[src/rtl/ptb_pkg.sv]
// Package for the pausable timer bank: command codes, command classes and
// the command and result beat layouts. Has no dependencies.
`timescale 1ns / 1ps
`default_nettype none
package ptb_pkg;

	localparam logic [3:0] FN_TICK    = 4'd0;
	localparam logic [3:0] FN_ADD     = 4'd1;
	localparam logic [3:0] FN_REMOVE  = 4'd2;
	localparam logic [3:0] FN_START   = 4'd3;
	localparam logic [3:0] FN_STOP    = 4'd4;
	localparam logic [3:0] FN_PAUSE   = 4'd5;
	localparam logic [3:0] FN_RESUME  = 4'd6;
	localparam logic [3:0] FN_RESET   = 4'd7;
	localparam logic [3:0] FN_SET_DUR = 4'd8;
	localparam logic [3:0] FN_SET_NFY = 4'd9;
	localparam logic [3:0] FN_QUERY   = 4'd10;
	localparam logic [3:0] FN_CLEAR   = 4'd11;

	typedef enum logic [2:0] {
		C_TICK,
		C_ADD,
		C_SLOT,
		C_CLEAR,
		C_BAD
	} cls_t;

	typedef struct packed {
		cls_t        cls;
		logic [3:0]  func;
		logic [3:0]  slot;
		logic [31:0] duration;
		logic        notify;
		logic        self_remove;
	} cmd_t;

	typedef struct packed {
		logic        kind;
		logic        ok;
		logic [3:0]  timer_index;
		logic        exists;
		logic        running;
		logic        finished;
		logic [31:0] elapsed;
		logic [31:0] remaining;
		logic        last;
	} res_t;

endpackage
`default_nettype wire

[src/rtl/ptb_ram.sv]
// Generic single-write, single-read RAM with registered read data.
// No dependencies.
`timescale 1ns / 1ps
`default_nettype none
module ptb_ram #(
	parameter int WIDTH = 8,
	parameter int DEPTH = 16
) (
	input  wire logic                                  clk,
	input  wire logic                                  we,
	input  wire logic [(DEPTH > 1 ? $clog2(DEPTH) : 1)-1:0] waddr,
	input  wire logic [WIDTH-1:0]                      wdata,
	input  wire logic [(DEPTH > 1 ? $clog2(DEPTH) : 1)-1:0] raddr,
	output logic      [WIDTH-1:0]                      rdata
);
	logic [WIDTH-1:0] mem_q [DEPTH];

	always_ff @(posedge clk) begin
		if (we)
			mem_q[waddr] <= wdata;
		rdata <= mem_q[raddr];
	end
endmodule
`default_nettype wire

[src/rtl/ptb_front.sv]
// Front end of the timer bank: classify incoming commands and hold them in
// a two-entry queue for the executor. Depends on ptb_pkg.
`timescale 1ns / 1ps
`default_nettype none
module ptb_front import ptb_pkg::*; (
	input  wire logic        clk,
	input  wire logic        arst_n,
	input  wire logic        push,
	output logic             full,
	input  wire logic [3:0]  func,
	input  wire logic [3:0]  slot,
	input  wire logic [31:0] duration,
	input  wire logic        notify,
	input  wire logic        self_remove,
	output logic             cmd_valid,
	input  wire logic        cmd_pop,
	output cmd_t             cmd
);
	cmd_t       ent_q [2];
	logic       wr_q, rd_q;
	logic [1:0] cnt_q;
	cls_t       cls;
	cmd_t       din;

	always_comb begin
		unique case (func) inside
			FN_TICK:  cls = C_TICK;
			FN_ADD:   cls = C_ADD;
			FN_CLEAR: cls = C_CLEAR;
			[FN_REMOVE:FN_QUERY]: cls = C_SLOT;
			default:  cls = C_BAD;
		endcase
		din = '{cls: cls, func: func, slot: slot, duration: duration,
			notify: notify, self_remove: self_remove};
	end

	assign full      = (cnt_q == 2'd2);
	assign cmd_valid = (cnt_q != 2'd0);
	assign cmd       = ent_q[rd_q];

	always_ff @(posedge clk or negedge arst_n) begin
		if (!arst_n) begin
			wr_q  <= 1'b0;
			rd_q  <= 1'b0;
			cnt_q <= 2'd0;
		end else begin
			if (push && !full) begin
				ent_q[wr_q] <= din;
				wr_q        <= !wr_q;
			end
			if (cmd_pop && cmd_valid)
				rd_q <= !rd_q;
			cnt_q <= cnt_q + 2'((push && !full) ? 1 : 0) - 2'((cmd_pop && cmd_valid) ? 1 : 0);
		end
	end
endmodule
`default_nettype wire

[src/rtl/ptb_resq.sv]
// Result queue of the timer bank: two entries between executor and the
// result port. Depends on ptb_pkg.
`timescale 1ns / 1ps
`default_nettype none
module ptb_resq import ptb_pkg::*; (
	input  wire logic clk,
	input  wire logic arst_n,
	input  wire logic wr,
	input  res_t      wdata,
	output logic      wfull,
	input  wire logic rd,
	output logic      rempty,
	output res_t      rdata
);
	res_t       ent_q [2];
	logic       wr_q, rd_q;
	logic [1:0] cnt_q;

	assign wfull  = (cnt_q == 2'd2);
	assign rempty = (cnt_q == 2'd0);
	assign rdata  = ent_q[rd_q];

	always_ff @(posedge clk or negedge arst_n) begin
		if (!arst_n) begin
			wr_q  <= 1'b0;
			rd_q  <= 1'b0;
			cnt_q <= 2'd0;
		end else begin
			if (wr && !wfull) begin
				ent_q[wr_q] <= wdata;
				wr_q        <= !wr_q;
			end
			if (rd && !rempty)
				rd_q <= !rd_q;
			cnt_q <= cnt_q + 2'((wr && !wfull) ? 1 : 0) - 2'((rd && !rempty) ? 1 : 0);
		end
	end
endmodule
`default_nettype wire

[src/rtl/ptb_exec.sv]
// Back end of the timer bank: sequencer that carries out commands and tick
// scans over the per-slot flags and the count RAM. Depends on ptb_pkg, ptb_ram.
`timescale 1ns / 1ps
`default_nettype none
module ptb_exec import ptb_pkg::*; #(
	parameter int NUM_TIMERS  = 16,
	parameter int COUNT_WIDTH = 32
) (
	input  wire logic clk,
	input  wire logic arst_n,
	input  wire logic cmd_valid,
	input  cmd_t      cmd,
	output logic      cmd_pop,
	input  wire logic res_full,
	output logic      res_push,
	output res_t      res
);
	localparam int IW   = NUM_TIMERS > 1 ? $clog2(NUM_TIMERS) : 1;
	localparam int CNTW = $clog2(NUM_TIMERS + 1);
	localparam int CW   = COUNT_WIDTH;
	localparam logic [CW-1:0] CMAX = '1;

	typedef struct packed {
		logic [CW-1:0] target;
		logic [CW-1:0] banked;
		logic [CW-1:0] run;
	} row_t;

	typedef enum logic [2:0] {
		S_IDLE, S_CEX, S_CRSP, S_SCAN, S_TRD, S_TEX, S_PUSH
	} state_t;

	function automatic logic [CW-1:0] sat_add(input logic [CW-1:0] a,
		input logic [CW-1:0] b);
		logic [CW:0] s;
		s = {1'b0, a} + {1'b0, b};
		return s[CW] ? CMAX : s[CW-1:0];
	endfunction

	function automatic logic [31:0] clip32(input logic [CW-1:0] v);
		logic [63:0] w;
		w = 64'(v);
		return (w > 64'hFFFF_FFFF) ? 32'hFFFF_FFFF : w[31:0];
	endfunction

	function automatic logic [CW-1:0] sat_dur(input logic [31:0] d);
		return (64'(d) > 64'(CMAX)) ? CMAX : CW'(d);
	endfunction

	state_t          state_q;
	cmd_t            cmd_q;
	logic [IW-1:0]   idx_q;
	logic [CNTW-1:0] scan_q;
	logic [NUM_TIMERS-1:0] valid_q, run_q, done_q, sent_q, nfy_q, afree_q;
	logic [CW-1:0]   el_q, tgt_q, run1_q;
	res_t            res_q, held_q;
	logic            held_v_q, ret_scan_q;

	logic            ram_we;
	logic [IW-1:0]   ram_waddr, ram_raddr;
	row_t            ram_wdata, rd, new_row;
	logic [3*CW-1:0] ram_rdata;

	logic            free_found;
	logic [IW-1:0]   free_idx, slot_in, scan_idx;
	logic            present_in, active, run_old, done_old;
	logic [CW-1:0]   sumbr, sum_t, el_c;
	logic            cex_ok, new_run, new_done, expire, fire, drop_slot;
	res_t            ev, idle_res, held_fin;
	state_t          idle_next;

	assign rd       = row_t'(ram_rdata);
	assign slot_in  = IW'(cmd.slot);
	assign scan_idx = IW'(scan_q);
	assign present_in = (32'(cmd.slot) < NUM_TIMERS) && valid_q[slot_in];
	assign active   = valid_q[scan_idx] && run_q[scan_idx] && !done_q[scan_idx];
	assign run_old  = run_q[idx_q];
	assign done_old = done_q[idx_q];
	assign sumbr    = sat_add(rd.banked, rd.run);
	assign sum_t    = sat_add(rd.banked, run1_q);
	assign expire   = (sum_t >= rd.target);
	assign fire     = expire && !sent_q[scan_idx] && nfy_q[scan_idx];
	assign drop_slot = fire && afree_q[scan_idx];
	assign ev = '{kind: 1'b1, ok: 1'b1, timer_index: 4'(scan_idx), exists: 1'b1,
		running: 1'b0, finished: 1'b1, elapsed: clip32(sum_t), remaining: 32'd0,
		last: 1'b0};

	// Final event of a tick carries last.
	always_comb begin
		held_fin      = held_q;
		held_fin.last = 1'b1;
	end

	// Lowest free slot for an allocation.
	always_comb begin
		free_found = 1'b0;
		free_idx   = '0;
		for (int i = NUM_TIMERS - 1; i >= 0; i--) begin
			if (!valid_q[i]) begin
				free_found = 1'b1;
				free_idx   = IW'(i);
			end
		end
	end

	// Response and next state for a command taken in idle.
	always_comb begin
		idle_res  = '{kind: 1'b0, ok: 1'b0, timer_index: 4'd0,
			exists: 1'b0, running: 1'b0, finished: 1'b0,
			elapsed: 32'd0, remaining: 32'd0, last: 1'b1};
		idle_next = S_PUSH;
		unique case (cmd.cls)
			C_TICK: idle_next = S_SCAN;
			C_ADD: begin
				if (free_found) begin
					idle_res.ok          = 1'b1;
					idle_res.timer_index = 4'(free_idx);
					idle_res.exists      = 1'b1;
					idle_res.remaining   = clip32(sat_dur(cmd.duration));
				end
			end
			C_CLEAR: idle_res.ok = 1'b1;
			C_SLOT: begin
				idle_res.timer_index = cmd.slot;
				if (present_in)
					idle_next = S_CEX;
			end
			default: ;
		endcase
	end

	// Slot command: next counts, flags and elapsed.
	always_comb begin
		new_row  = rd;
		cex_ok   = 1'b1;
		new_run  = run_old;
		new_done = done_old;
		unique case (cmd_q.func) inside
			FN_START, FN_RESET: begin
				new_row  = '{target: rd.target, banked: '0, run: '0};
				new_run  = (cmd_q.func == FN_START);
				new_done = 1'b0;
			end
			FN_STOP: begin
				new_row.run = '0;
				new_run     = 1'b0;
			end
			FN_PAUSE: begin
				cex_ok = run_old;
				if (run_old) begin
					new_row.banked = sumbr;
					new_row.run    = '0;
					new_run        = 1'b0;
				end
			end
			FN_RESUME: begin
				cex_ok = !run_old && !done_old;
				if (cex_ok) begin
					new_row.run = '0;
					new_run     = 1'b1;
				end
			end
			FN_SET_DUR: new_row.target = sat_dur(cmd_q.duration);
			default: ;
		endcase
		if (cmd_q.func == FN_START || cmd_q.func == FN_RESET || cmd_q.func == FN_REMOVE)
			el_c = '0;
		else if (run_old && cmd_q.func != FN_STOP)
			el_c = sumbr;
		else
			el_c = rd.banked;
	end

	always_comb begin
		ram_we    = 1'b0;
		ram_waddr = idx_q;
		ram_wdata = new_row;
		ram_raddr = (state_q == S_IDLE) ? slot_in : scan_idx;
		unique case (state_q)
			S_IDLE: begin
				if (cmd_valid && cmd.cls == C_ADD && free_found) begin
					ram_we    = 1'b1;
					ram_waddr = free_idx;
					ram_wdata = '{target: sat_dur(cmd.duration), banked: '0, run: '0};
				end
			end
			S_CEX: ram_we = 1'b1;
			S_TEX: begin
				ram_we    = 1'b1;
				ram_waddr = scan_idx;
				ram_wdata = expire ? '{target: rd.target, banked: sum_t, run: '0}
					: '{target: rd.target, banked: rd.banked, run: run1_q};
			end
			default: ;
		endcase
	end

	assign cmd_pop  = (state_q == S_IDLE) && cmd_valid;
	assign res_push = (state_q == S_PUSH) && !res_full;
	assign res      = res_q;

	always_ff @(posedge clk or negedge arst_n) begin
		if (!arst_n) begin
			state_q    <= S_IDLE;
			valid_q    <= '0;
			run_q      <= '0;
			done_q     <= '0;
			sent_q     <= '0;
			nfy_q      <= '0;
			afree_q    <= '0;
			held_v_q   <= 1'b0;
			ret_scan_q <= 1'b0;
			scan_q     <= '0;
		end else begin
			unique case (state_q)
				S_IDLE: begin
					if (cmd_valid) begin
						cmd_q      <= cmd;
						idx_q      <= slot_in;
						ret_scan_q <= 1'b0;
						res_q      <= idle_res;
						state_q    <= idle_next;
						unique case (cmd.cls)
							C_TICK: scan_q <= '0;
							C_ADD: begin
								if (free_found) begin
									valid_q[free_idx] <= 1'b1;
									run_q[free_idx]   <= 1'b0;
									done_q[free_idx]  <= 1'b0;
									sent_q[free_idx]  <= 1'b0;
									nfy_q[free_idx]   <= cmd.notify;
									afree_q[free_idx] <= cmd.self_remove;
								end
							end
							C_CLEAR: begin
								valid_q <= '0;
								run_q   <= '0;
								done_q  <= '0;
								sent_q  <= '0;
								nfy_q   <= '0;
								afree_q <= '0;
							end
							default: ;
						endcase
					end
				end
				S_CEX: begin
					res_q.ok <= cex_ok;
					el_q     <= el_c;
					tgt_q    <= (cmd_q.func == FN_REMOVE) ? '0 : new_row.target;
					if (cmd_q.func == FN_REMOVE) begin
						valid_q[idx_q] <= 1'b0;
						run_q[idx_q]   <= 1'b0;
						done_q[idx_q]  <= 1'b0;
						sent_q[idx_q]  <= 1'b0;
						nfy_q[idx_q]   <= 1'b0;
						afree_q[idx_q] <= 1'b0;
					end else begin
						run_q[idx_q]   <= new_run;
						done_q[idx_q]  <= new_done;
						res_q.exists   <= 1'b1;
						res_q.running  <= new_run;
						res_q.finished <= new_done;
						if (cmd_q.func == FN_START || cmd_q.func == FN_RESET)
							sent_q[idx_q] <= 1'b0;
						if (cmd_q.func == FN_SET_NFY)
							nfy_q[idx_q] <= cmd_q.notify;
					end
					state_q <= S_CRSP;
				end
				S_CRSP: begin
					res_q.elapsed   <= clip32(el_q);
					res_q.remaining <= clip32((tgt_q > el_q) ? tgt_q - el_q : '0);
					state_q         <= S_PUSH;
				end
				S_PUSH: begin
					if (!res_full)
						state_q <= ret_scan_q ? S_SCAN : S_IDLE;
				end
				S_SCAN: begin
					if (scan_q == CNTW'(NUM_TIMERS)) begin
						if (held_v_q) begin
							res_q      <= held_fin;
							held_v_q   <= 1'b0;
							ret_scan_q <= 1'b0;
							state_q    <= S_PUSH;
						end else begin
							state_q <= S_IDLE;
						end
					end else if (active) begin
						state_q <= S_TRD;
					end else begin
						scan_q <= scan_q + CNTW'(1);
					end
				end
				S_TRD: begin
					run1_q  <= sat_add(rd.run, CW'(1));
					state_q <= S_TEX;
				end
				S_TEX: begin
					scan_q  <= scan_q + CNTW'(1);
					state_q <= (fire && held_v_q) ? S_PUSH : S_SCAN;
					if (expire) begin
						run_q[scan_idx]  <= 1'b0;
						done_q[scan_idx] <= !drop_slot;
					end
					if (fire) begin
						sent_q[scan_idx] <= !drop_slot;
						if (drop_slot) begin
							valid_q[scan_idx] <= 1'b0;
							nfy_q[scan_idx]   <= 1'b0;
							afree_q[scan_idx] <= 1'b0;
						end
						held_q   <= ev;
						held_v_q <= 1'b1;
						if (held_v_q) begin
							res_q      <= held_q;
							ret_scan_q <= 1'b1;
						end
					end
				end
				default: state_q <= S_IDLE;
			endcase
		end
	end

	ptb_ram #(
		.WIDTH(3 * CW),
		.DEPTH(NUM_TIMERS)
	) u_cnt_ram (
		.clk  (clk),
		.we   (ram_we),
		.waddr(ram_waddr),
		.wdata(ram_wdata),
		.raddr(ram_raddr),
		.rdata(ram_rdata)
	);
endmodule
`default_nettype wire

[src/rtl/pausable_timer_bank.sv]
// Top level of the pausable timer bank: command front end, executor and
// result queue. Depends on ptb_pkg, ptb_front, ptb_exec, ptb_resq.
//
// A bank of NUM_TIMERS tick counters driven by a command stream. Every
// command other than tick answers with one response beat (kind 0, last 1)
// that shows the slot status after the command. A tick walks the slots in
// order: it takes the command, skips each slot that is not running, reads a
// running slot from the count RAM, bumps its run count, compares and writes
// it back, and ends with a closing step; event beats are pushed during the
// scan, and the scan stalls while the result queue is full. Each expiring
// timer with notify set yields one event beat (kind 1), and the last event
// of a tick carries last. A tick with no expiry gives no beat. Slot
// commands on a present slot pass through RAM read, update, response build
// and push; add, clear and rejected commands go from the command take
// straight to push. Counts live in one RAM of NUM_TIMERS rows, so the
// executor handles one command at a time; a two-entry command queue on the
// input and a two-entry result queue on the output let either side stall
// on its own. Counts saturate at 2^COUNT_WIDTH-1 and read out clipped to
// 32 bits.
`timescale 1ns / 1ps
`default_nettype none
module pausable_timer_bank import ptb_pkg::*; #(
	parameter int NUM_TIMERS  = 16,
	parameter int COUNT_WIDTH = 32
) (
	input  wire logic        clk,
	input  wire logic        arst_n,
	input  wire logic        push,
	output logic             full,
	input  wire logic [3:0]  func,
	input  wire logic [3:0]  slot,
	input  wire logic [31:0] duration,
	input  wire logic        notify,
	input  wire logic        self_remove,
	output logic             empty,
	input  wire logic        pop,
	output logic             kind,
	output logic             ok,
	output logic [3:0]       timer_index,
	output logic             exists,
	output logic             running,
	output logic             finished,
	output logic [31:0]      elapsed,
	output logic [31:0]      remaining,
	output logic             last
);
	cmd_t cmd;
	logic cmd_valid, cmd_pop;
	res_t exec_res, out_res;
	logic res_push, res_full;

	// Classify and hold incoming command beats.
	ptb_front u_front (
		.clk        (clk),
		.arst_n     (arst_n),
		.push       (push),
		.full       (full),
		.func       (func),
		.slot       (slot),
		.duration   (duration),
		.notify     (notify),
		.self_remove(self_remove),
		.cmd_valid  (cmd_valid),
		.cmd_pop    (cmd_pop),
		.cmd        (cmd)
	);

	// Carry out commands and tick scans.
	ptb_exec #(
		.NUM_TIMERS (NUM_TIMERS),
		.COUNT_WIDTH(COUNT_WIDTH)
	) u_exec (
		.clk      (clk),
		.arst_n   (arst_n),
		.cmd_valid(cmd_valid),
		.cmd      (cmd),
		.cmd_pop  (cmd_pop),
		.res_full (res_full),
		.res_push (res_push),
		.res      (exec_res)
	);

	// Hold finished result beats until taken.
	ptb_resq u_resq (
		.clk   (clk),
		.arst_n(arst_n),
		.wr    (res_push),
		.wdata (exec_res),
		.wfull (res_full),
		.rd    (pop),
		.rempty(empty),
		.rdata (out_res)
	);

	assign kind        = out_res.kind;
	assign ok          = out_res.ok;
	assign timer_index = out_res.timer_index;
	assign exists      = out_res.exists;
	assign running     = out_res.running;
	assign finished    = out_res.finished;
	assign elapsed     = out_res.elapsed;
	assign remaining   = out_res.remaining;
	assign last        = out_res.last;

	// An expiry event always shows a stopped, finished, existing timer.
	a_event_shape: assert property (@(posedge clk) disable iff (!arst_n)
		(!empty && kind) |-> (ok && exists && finished && !running && remaining == 32'd0))
		else $error("expiry event with wrong status");

	// A command response is always the final beat of its command.
	a_rsp_last: assert property (@(posedge clk) disable iff (!arst_n)
		(!empty && !kind) |-> last)
		else $error("command response without last");

	// An absent slot reports no counts.
	a_absent_zero: assert property (@(posedge clk) disable iff (!arst_n)
		(!empty && !exists) |-> (elapsed == 32'd0 && remaining == 32'd0 && !running && !finished))
		else $error("absent slot with nonzero status");

	// The executor never pushes into a full result queue.
	a_no_overflow: assert property (@(posedge clk) disable iff (!arst_n)
		res_push |-> !res_full)
		else $error("result queue overflow");
endmodule
`default_nettype wire

[config.mk]
export PLATFORM = sky130hd
export DESIGN_NAME = pausable_timer_bank
export DESIGN_NICKNAME = d
export VERILOG_FILES = /design/src/rtl/ptb_pkg.sv /design/src/rtl/ptb_ram.sv /design/src/rtl/ptb_front.sv /design/src/rtl/ptb_resq.sv /design/src/rtl/ptb_exec.sv /design/src/rtl/pausable_timer_bank.sv
export SDC_FILE = /design/constraint.sdc
export NUM_CORES = 2
export LEC_CHECK = 0
export BUFFER_PORTS_ARGS = -buffer_cell sky130_fd_sc_hd__buf_2
export CORE_MARGIN = 1.5
export CORE_UTILIZATION = 55
export DETAILED_ROUTE_END_ITERATION = 6
export PLACE_DENSITY = 0.73
export RECOVER_POWER = 50
export SLEW_MARGIN = 20
export SYNTH_ARGS = -nofsm -noshare
export SYNTH_HDL_FRONTEND = slang
export SYNTH_SLANG_ARGS = --single-unit
[constraint.sdc]
create_clock -name clk -period 7.35 [get_ports clk]
set_input_delay 1.47 -clock clk [delete_from_list [all_inputs] [get_ports clk]]
set_output_delay 1.47 -clock clk [all_outputs]
set_load 0.05 [all_outputs]
# Yosys cells after proc, flatten, opt, wreduce, memory -nomap -nowiden
# Memory sizes are Yosys's and may differ from the RTL's. A register that Yosys moved wholly into a read port is not among the register bits.
# Cells that the tools add are included.
# W data, S select, Z words.
[op_classes]
n_bitwise = 17
n_addsub = 9
eq_ne = 41
order_cmp = 11
n_mux = 178
n_reduce_logical = 66
[op_table]
columns = ["operator", "n"]
rows = [
  ["$mux W16", 29],
  ["$mux W74", 5],
  ["$pmux W16 S3", 6],
  ["$mux W32", 8],
  ["$pmux W64 S4", 1],
  ["$and A16 B16 Y16", 13],
  ["$pmux W16 S2", 6],
  ["$pmux W96 S2", 1],
  ["$mux W64", 2],
  ["$bwmux W16", 7],
  ["$mux W96", 1],
  ["$pmux W32 S3", 1],
  ["$mux W4", 18],
  ["$add A32 B32 Y33", 2],
  ["$pmux W32 S2", 1],
  ["$mux W1", 49],
  ["$not A16 Y16", 3],
  ["$bmux W1 S4", 9],
  ["$reduce_and A7 Y1", 5],
  ["$add A32 B1 Y33 const B", 1],
  ["$ge A32 B32 Y1", 1],
  ["$gt A32 B32 Y1", 1],
  ["$sub A32 B32 Y32", 1],
  ["$mux W3", 8],
  ["52 further kinds", 143],
]
[totals]
register_bits = 361
out_inout_bits = 76
memories = 3
wordCells = 359
ramBits = 1774
in_bits = 46
[memory_table]
columns = ["memory", "words", "width", "rd", "rd_ports_with_merged_regs", "wr", "line_no", "source"]
rows = [
  ["u_exec.u_cnt_ram.mem_q", 16, 96, 1, 1, 1, "ptb_ram.sv:16", "logic [WIDTH-1:0] mem_q [DEPTH];"],
  ["u_resq.ent_q", 2, 74, 1, 0, 1, "ptb_resq.sv:15", "res_t ent_q [2];"],
  ["u_front.ent_q", 2, 45, 1, 0, 1, "ptb_front.sv:19", "cmd_t ent_q [2];"],
]

# Depth between registers and ports, before layout
[logic_depth]
word_depth = 26
depth_mapped = 24
mapped_depth_nobuf = 20

# Hierarchy
# From an unflattened synthesis, not the netlist that was laid out.
[unflattened]
hier_cells = 5678
area_unflattened_um2 = 94194.1
[modules_own_cells]
columns = ["module", "n_inst", "area_per_inst_um2", "seq_area_each_um2", "cells_per_inst"]
rows = [
  ["ptb_ram", 1, 59355.7, 48046.1, 2460],
  ["ptb_exec", 1, 25439.4, 10069.7, 2807],
  ["ptb_resq", 1, 5746.8, 4544.4, 248],
  ["ptb_front", 1, 3652.3, 2802.7, 163],
]

# Worst setup path after synthesis
# No wires, ideal clock.
[synth_timing]
kind = "register -> register"
from = "register u_exec.state_q[1]"
to = "memory u_exec.u_cnt_ram.mem_q[8][0] (netlist bit) (enable)"
arrival_time_ns = 6.186
t_required_ns = 6.798
path_slack_ns = 0.613
setup_ns = 0.552
path_stages_with_launch = 11
n_path_buf = 2
synth_period_minus_slack_ns = 6.737
path_cell_list = "dfrtp_1 clkbuf_1 or3_1 buf_2 a211oi_1 o21a_1 nand2_1 o21ai_0 a22o_1 nand2_1 nor2_1"
[synth_via]
elab_chain_len = 5
elab_cells_between_ends = 8
cone_classes = "eq/ne: 2; mux: 4; reduce/logical: 2"
[synth_lines]
columns = ["element", "line_no", "source"]
rows = [
  ["start, declared", "ptb_exec.sv:50", "state_t state_q;"],
  ["start signal, assigned", "ptb_exec.sv:222", "state_q <= idle_next;"],
  ["start signal, assigned", "ptb_exec.sv:278", "state_q <= ret_scan_q ? S_SCAN : S_IDLE;"],
  ["start signal, assigned", "ptb_exec.sv:302", "state_q <= (fire && held_v_q) ? S_PUSH : S_SCAN;"],
  ["$eq A3 B1 Y1 or $eq A3 B3 Y1 (tied branches)", "ptb_exec.sv:179", "unique case (state_q)"],
  ["$reduce_or A2 Y1 (no line)", "n/a", ""],
  ["$pmux W1 S2", "ptb_exec.sv:179", ""],
  ["$mux W1", "ptb_ram.sv:19", "if (we)"],
  ["$mux W1 (implied by the code)", "ptb_ram.sv:20", "mem_q[waddr] <= wdata;"],
  ["end, declared", "ptb_ram.sv:16", ""],
]
# Several ways; a longest one is shown, not always the timed one.

==> impl_metrics.ini <==
[clock_tree]
tritoncts = done
path_clk_slew_ns = 0.06
postCtsHoldBufs = 0
root_buffer = clkbuf_16
cts_max_level = 4
cts_inserted_buffers = 209
cts_sinks = 2231
cts_buffer_depth = 3
worstSkewPairLatency_ns = 0.88
postCtsSetupRepairBufs = 0
ctsResizeCount = 0

[yosys]
ys_warn_count = 0
ys_types = 92
avgSynthCellArea_um2 = 16.4
synth_xor_area_frac = 0.00950
synth_top_area_share = 0.646
synth-compound-area-share = 0.0828
async_flop_share = 0.0511
synth_fp_nets = 5904
synth_most_common_cell = edfxtp_1
synth_mux_area_frac = 0.123
synth_seq_area_share = 0.696
yosysTopAreaCell = edfxtp_1
synth_edf_count = 2021
synth_common_cells = edfxtp_1, mux4_2, nand2_1
yosys-top-cells-area = edfxtp_1, mux4_2, dfrtp_1
synth_top_family_by_area = multiplexers
synth_cells = 5718
synthAdderAreaFrac = 0.0189
synth_ff_type = edfxtp_1
synth_simple_gate_area_frac = 0.0481
syn_area_mm2 = 0.0940
ys_seq_elements = 2231

[route]
drtPass1Iterations = 7
dr_total_vias = 55300
drcViolationCount = 1
met2_length_mm = 116
drt_iter0_drc = 7616
wire_per_inst_um = 29.7
top_layer = met5
dr_wl_met3_mm = 24.8
wl_mm = 246
ant_nets = 0
met1Wirelength_mm = 97.4
routed_via_density = 6.66

[setup_path]
r2r-start = u_exec.run1_q[0]
critical_path_buf_inv_count = 3
cp-start-kind = register
r2r_setup_slack_ns = 0.24
worst-path-stages = 22
crit_end = u_exec.u_cnt_ram.mem_q[8][56]
reg2reg_depth = 22
cp-end-kind = register
max_stage_delay_ns = 0.58
slowest_stage = o21ai_1
worstPathArrival_ns = 7.62
crit_family = compound AO/OA/AOI/OAI gates
path_max_fanout = 28
startpoint = u_exec.run1_q[0]
path_common_cell = a21o_1
critical_path.cell_chain = ha_1 > fa_1 > a211oi_1 > o211ai_1 > nand4_1 > and3_1 > o22ai_1 > a2111oi_4 > clkbuf_1 > o32ai_1 > buf_4 > ha_1 > a21o_1 > a21o_1 > a21o_1 > a21o_1 > a221o_1 > a21o_1 > o31ai_4 > buf_12 > a22oi_1 > o21ai_1
cp.required_ns = 7.86
critPathKind = register to register
reg2reg_to = u_exec.u_cnt_ram.mem_q[8][56]

[global_route]
grt_max_degree = 128
globalRouteOverflowTotal = 0
grt_use_total = 0.282
antenna_found_initial = 4
grt_pass1_wl_mm = 360
grt_pass1_vias = 53300

[placed_design]
gp_congestion = 0.977
hpwl_mm = 149
place_inst = 7904
place_area_mm2 = 0.0980
io_buffers = 121

[power_and_ir_drop]
p_per_area_mw_per_mm2 = 455
ir_worst_vdd_mv = 0.330
p_leak_nw = 35.8

[sta]
rsz0062_at_grt = no
fmax_ghz = 0.141
skew_ns = 0.0733
final.period_utilization = 0.967
setup_violations = 0
maxSlewViolCount = 1307
finalHoldViolCount = 0
max_slew_margin = -1.22
fin_crit_ns = 7.11
setup-tns-final_ns = 0
tightest_slew_ns = 3.32

[floorplan]
design.portCount = 122
die-area_mm2 = 0.173
die_w_um = 416
start_util = 0.555
core_area_mm2 = 0.169
die_y_um = 416
num_rows = 151

[final_layout]
fillers = 12100
syn2layout_area_growth_pct = 11.2
fin_area_mm2 = 0.104
drive_gt1_frac = 0.160
layout.cells.non_filler = 8308
fin_nets = 6088

[outcome]
violations = DRC, capacitance limit, slew limit
outcome = complete, but fails checks

[run]
max-cap-violations = 32

[hold_path]
hp-class = register to register
## report_power, final
group | switching, mW | internal, mW | leakage, nW | total [mW]
sequential | 1.20 | 17.7 | 20.7 | 18.9
combinational | 11.4 | 6.29 | 11.7 | 17.6
clock | 4.76 | 6.25 | 3.42 | 11.0
total | 17.3 | 30.2 | 35.8 | 47.5
## stage by stage
stage | hold slack [ns] | power (mW) | worst slack, ns | util
after global placement | 0.424 | 36.2 | 0.791 | 0.578
after detailed placement | 0.431 | 36.5 | 0.694 | 0.578
after CTS | 0.417 | 47.6 | 0.604 | 0.620
final | 0.417 | 47.5 | 0.240 | 0.617
after global routing | 0.427 | 49.4 | 0.0824 | 0.617
after floorplan | 0.421 | 30.8 | 0.613 | -
## how the worst min path moves through the flow
stage                         from                  end  depth (start not counted)
finish              u_exec.res[69]  u_resq.ent_q[1][69]                          0
global route        u_exec.res[69]  u_resq.ent_q[1][69]                          0
CTS                 u_exec.res[69]  u_resq.ent_q[1][69]                          0
detailed placement   u_exec.res[2]   u_resq.ent_q[1][2]                          0
global placement    u_exec.res[70]  u_resq.ent_q[0][70]                          0
floorplan            u_exec.res[0]   u_resq.ent_q[0][0]                          0
## state kept, by name, indices dropped and copies added, names as in the netlist, 3 cells and up
register	flops
u_exec.idx_q	4
u_exec.cmd_q	37
u_exec.run1_q	32
u_exec.valid_q	16
u_exec.sent_q	16
u_exec.afree_q	16
u_exec.res	74
u_resq.ent_q	148
u_exec.nfy_q	16
u_exec.u_cnt_ram.rdata	96
u_exec.held_fin	36
u_exec.state_q	3
u_exec.done_q	16
u_front.ent_q	90
u_exec.run_q	16
u_exec.u_cnt_ram.mem_q	1536
u_exec.scan_q	5
u_exec.el_q	32
u_exec.tgt_q	32
## layout make-up
type | count | area, µm² | share of cell area
Antenna cell | 3 | 7.51 | 0.0000718
Clock buffer | 284 | 5760 | 0.0552
Clock inverter | 112 | 1320 | 0.0126
Multi-Input combinational cell | 3000 | 26700 | 0.255
Timing Repair Buffer | 270 | 1780 | 0.0171
Inverter | 190 | 713 | 0.00683
Tap cell | 2218 | 2780 | 0.0266
Sequential cell | 2231 | 65500 | 0.626
## layout by cell type (no fill, tap or decap), drive strengths merged, types with 15 or more instances in the layout
cell	synthesis	routed
edfxtp	2021	2021
a31oi	26	26
xor2	48	48
a222oi	34	34
a21o	55	55
ha	137	137
a22o	38	38
o31ai	27	27
o22ai	22	22
o221ai	18	18
and2	22	22
a22oi	24	24
buf	117	134
xnor2	54	54
nand2b	32	32
nor3	53	53
nand4	24	24
nor2b	117	117
mux2i	120	120
or2	15	15
nand2	336	336
mux2	111	111
a211oi	155	155
nor2	218	218
a21oi	295	295
dfxtp	96	96
clkbuf	180	420
a221o	30	30
mux4	405	405
bufinv	0	20
inv	189	197
o211ai	31	31
nand3	68	68
clkinv	1	74
o21a	33	33
o21ai	253	253
and3	27	27
dfrtp	114	114
## kinds of logic after synthesis
family,count (synthesis)
AO/OA/AOI/OAI,1167
buffers and inverters,487
XOR/XNOR,102
multiplexers,636
AND/OR/NAND/NOR,955
flip-flops,2231
adder cells (fa/ha/maj),140
## layer usage
layer | vias up | track usage
met1 | 28300 | 0.407
met5 | - | 0
met2 | 3364 | 0.445
met4 | 2 | 0.0865
met3 | 472 | 0.0484
li1 | 23100 | -
Power figures use the tool's default switching activity.
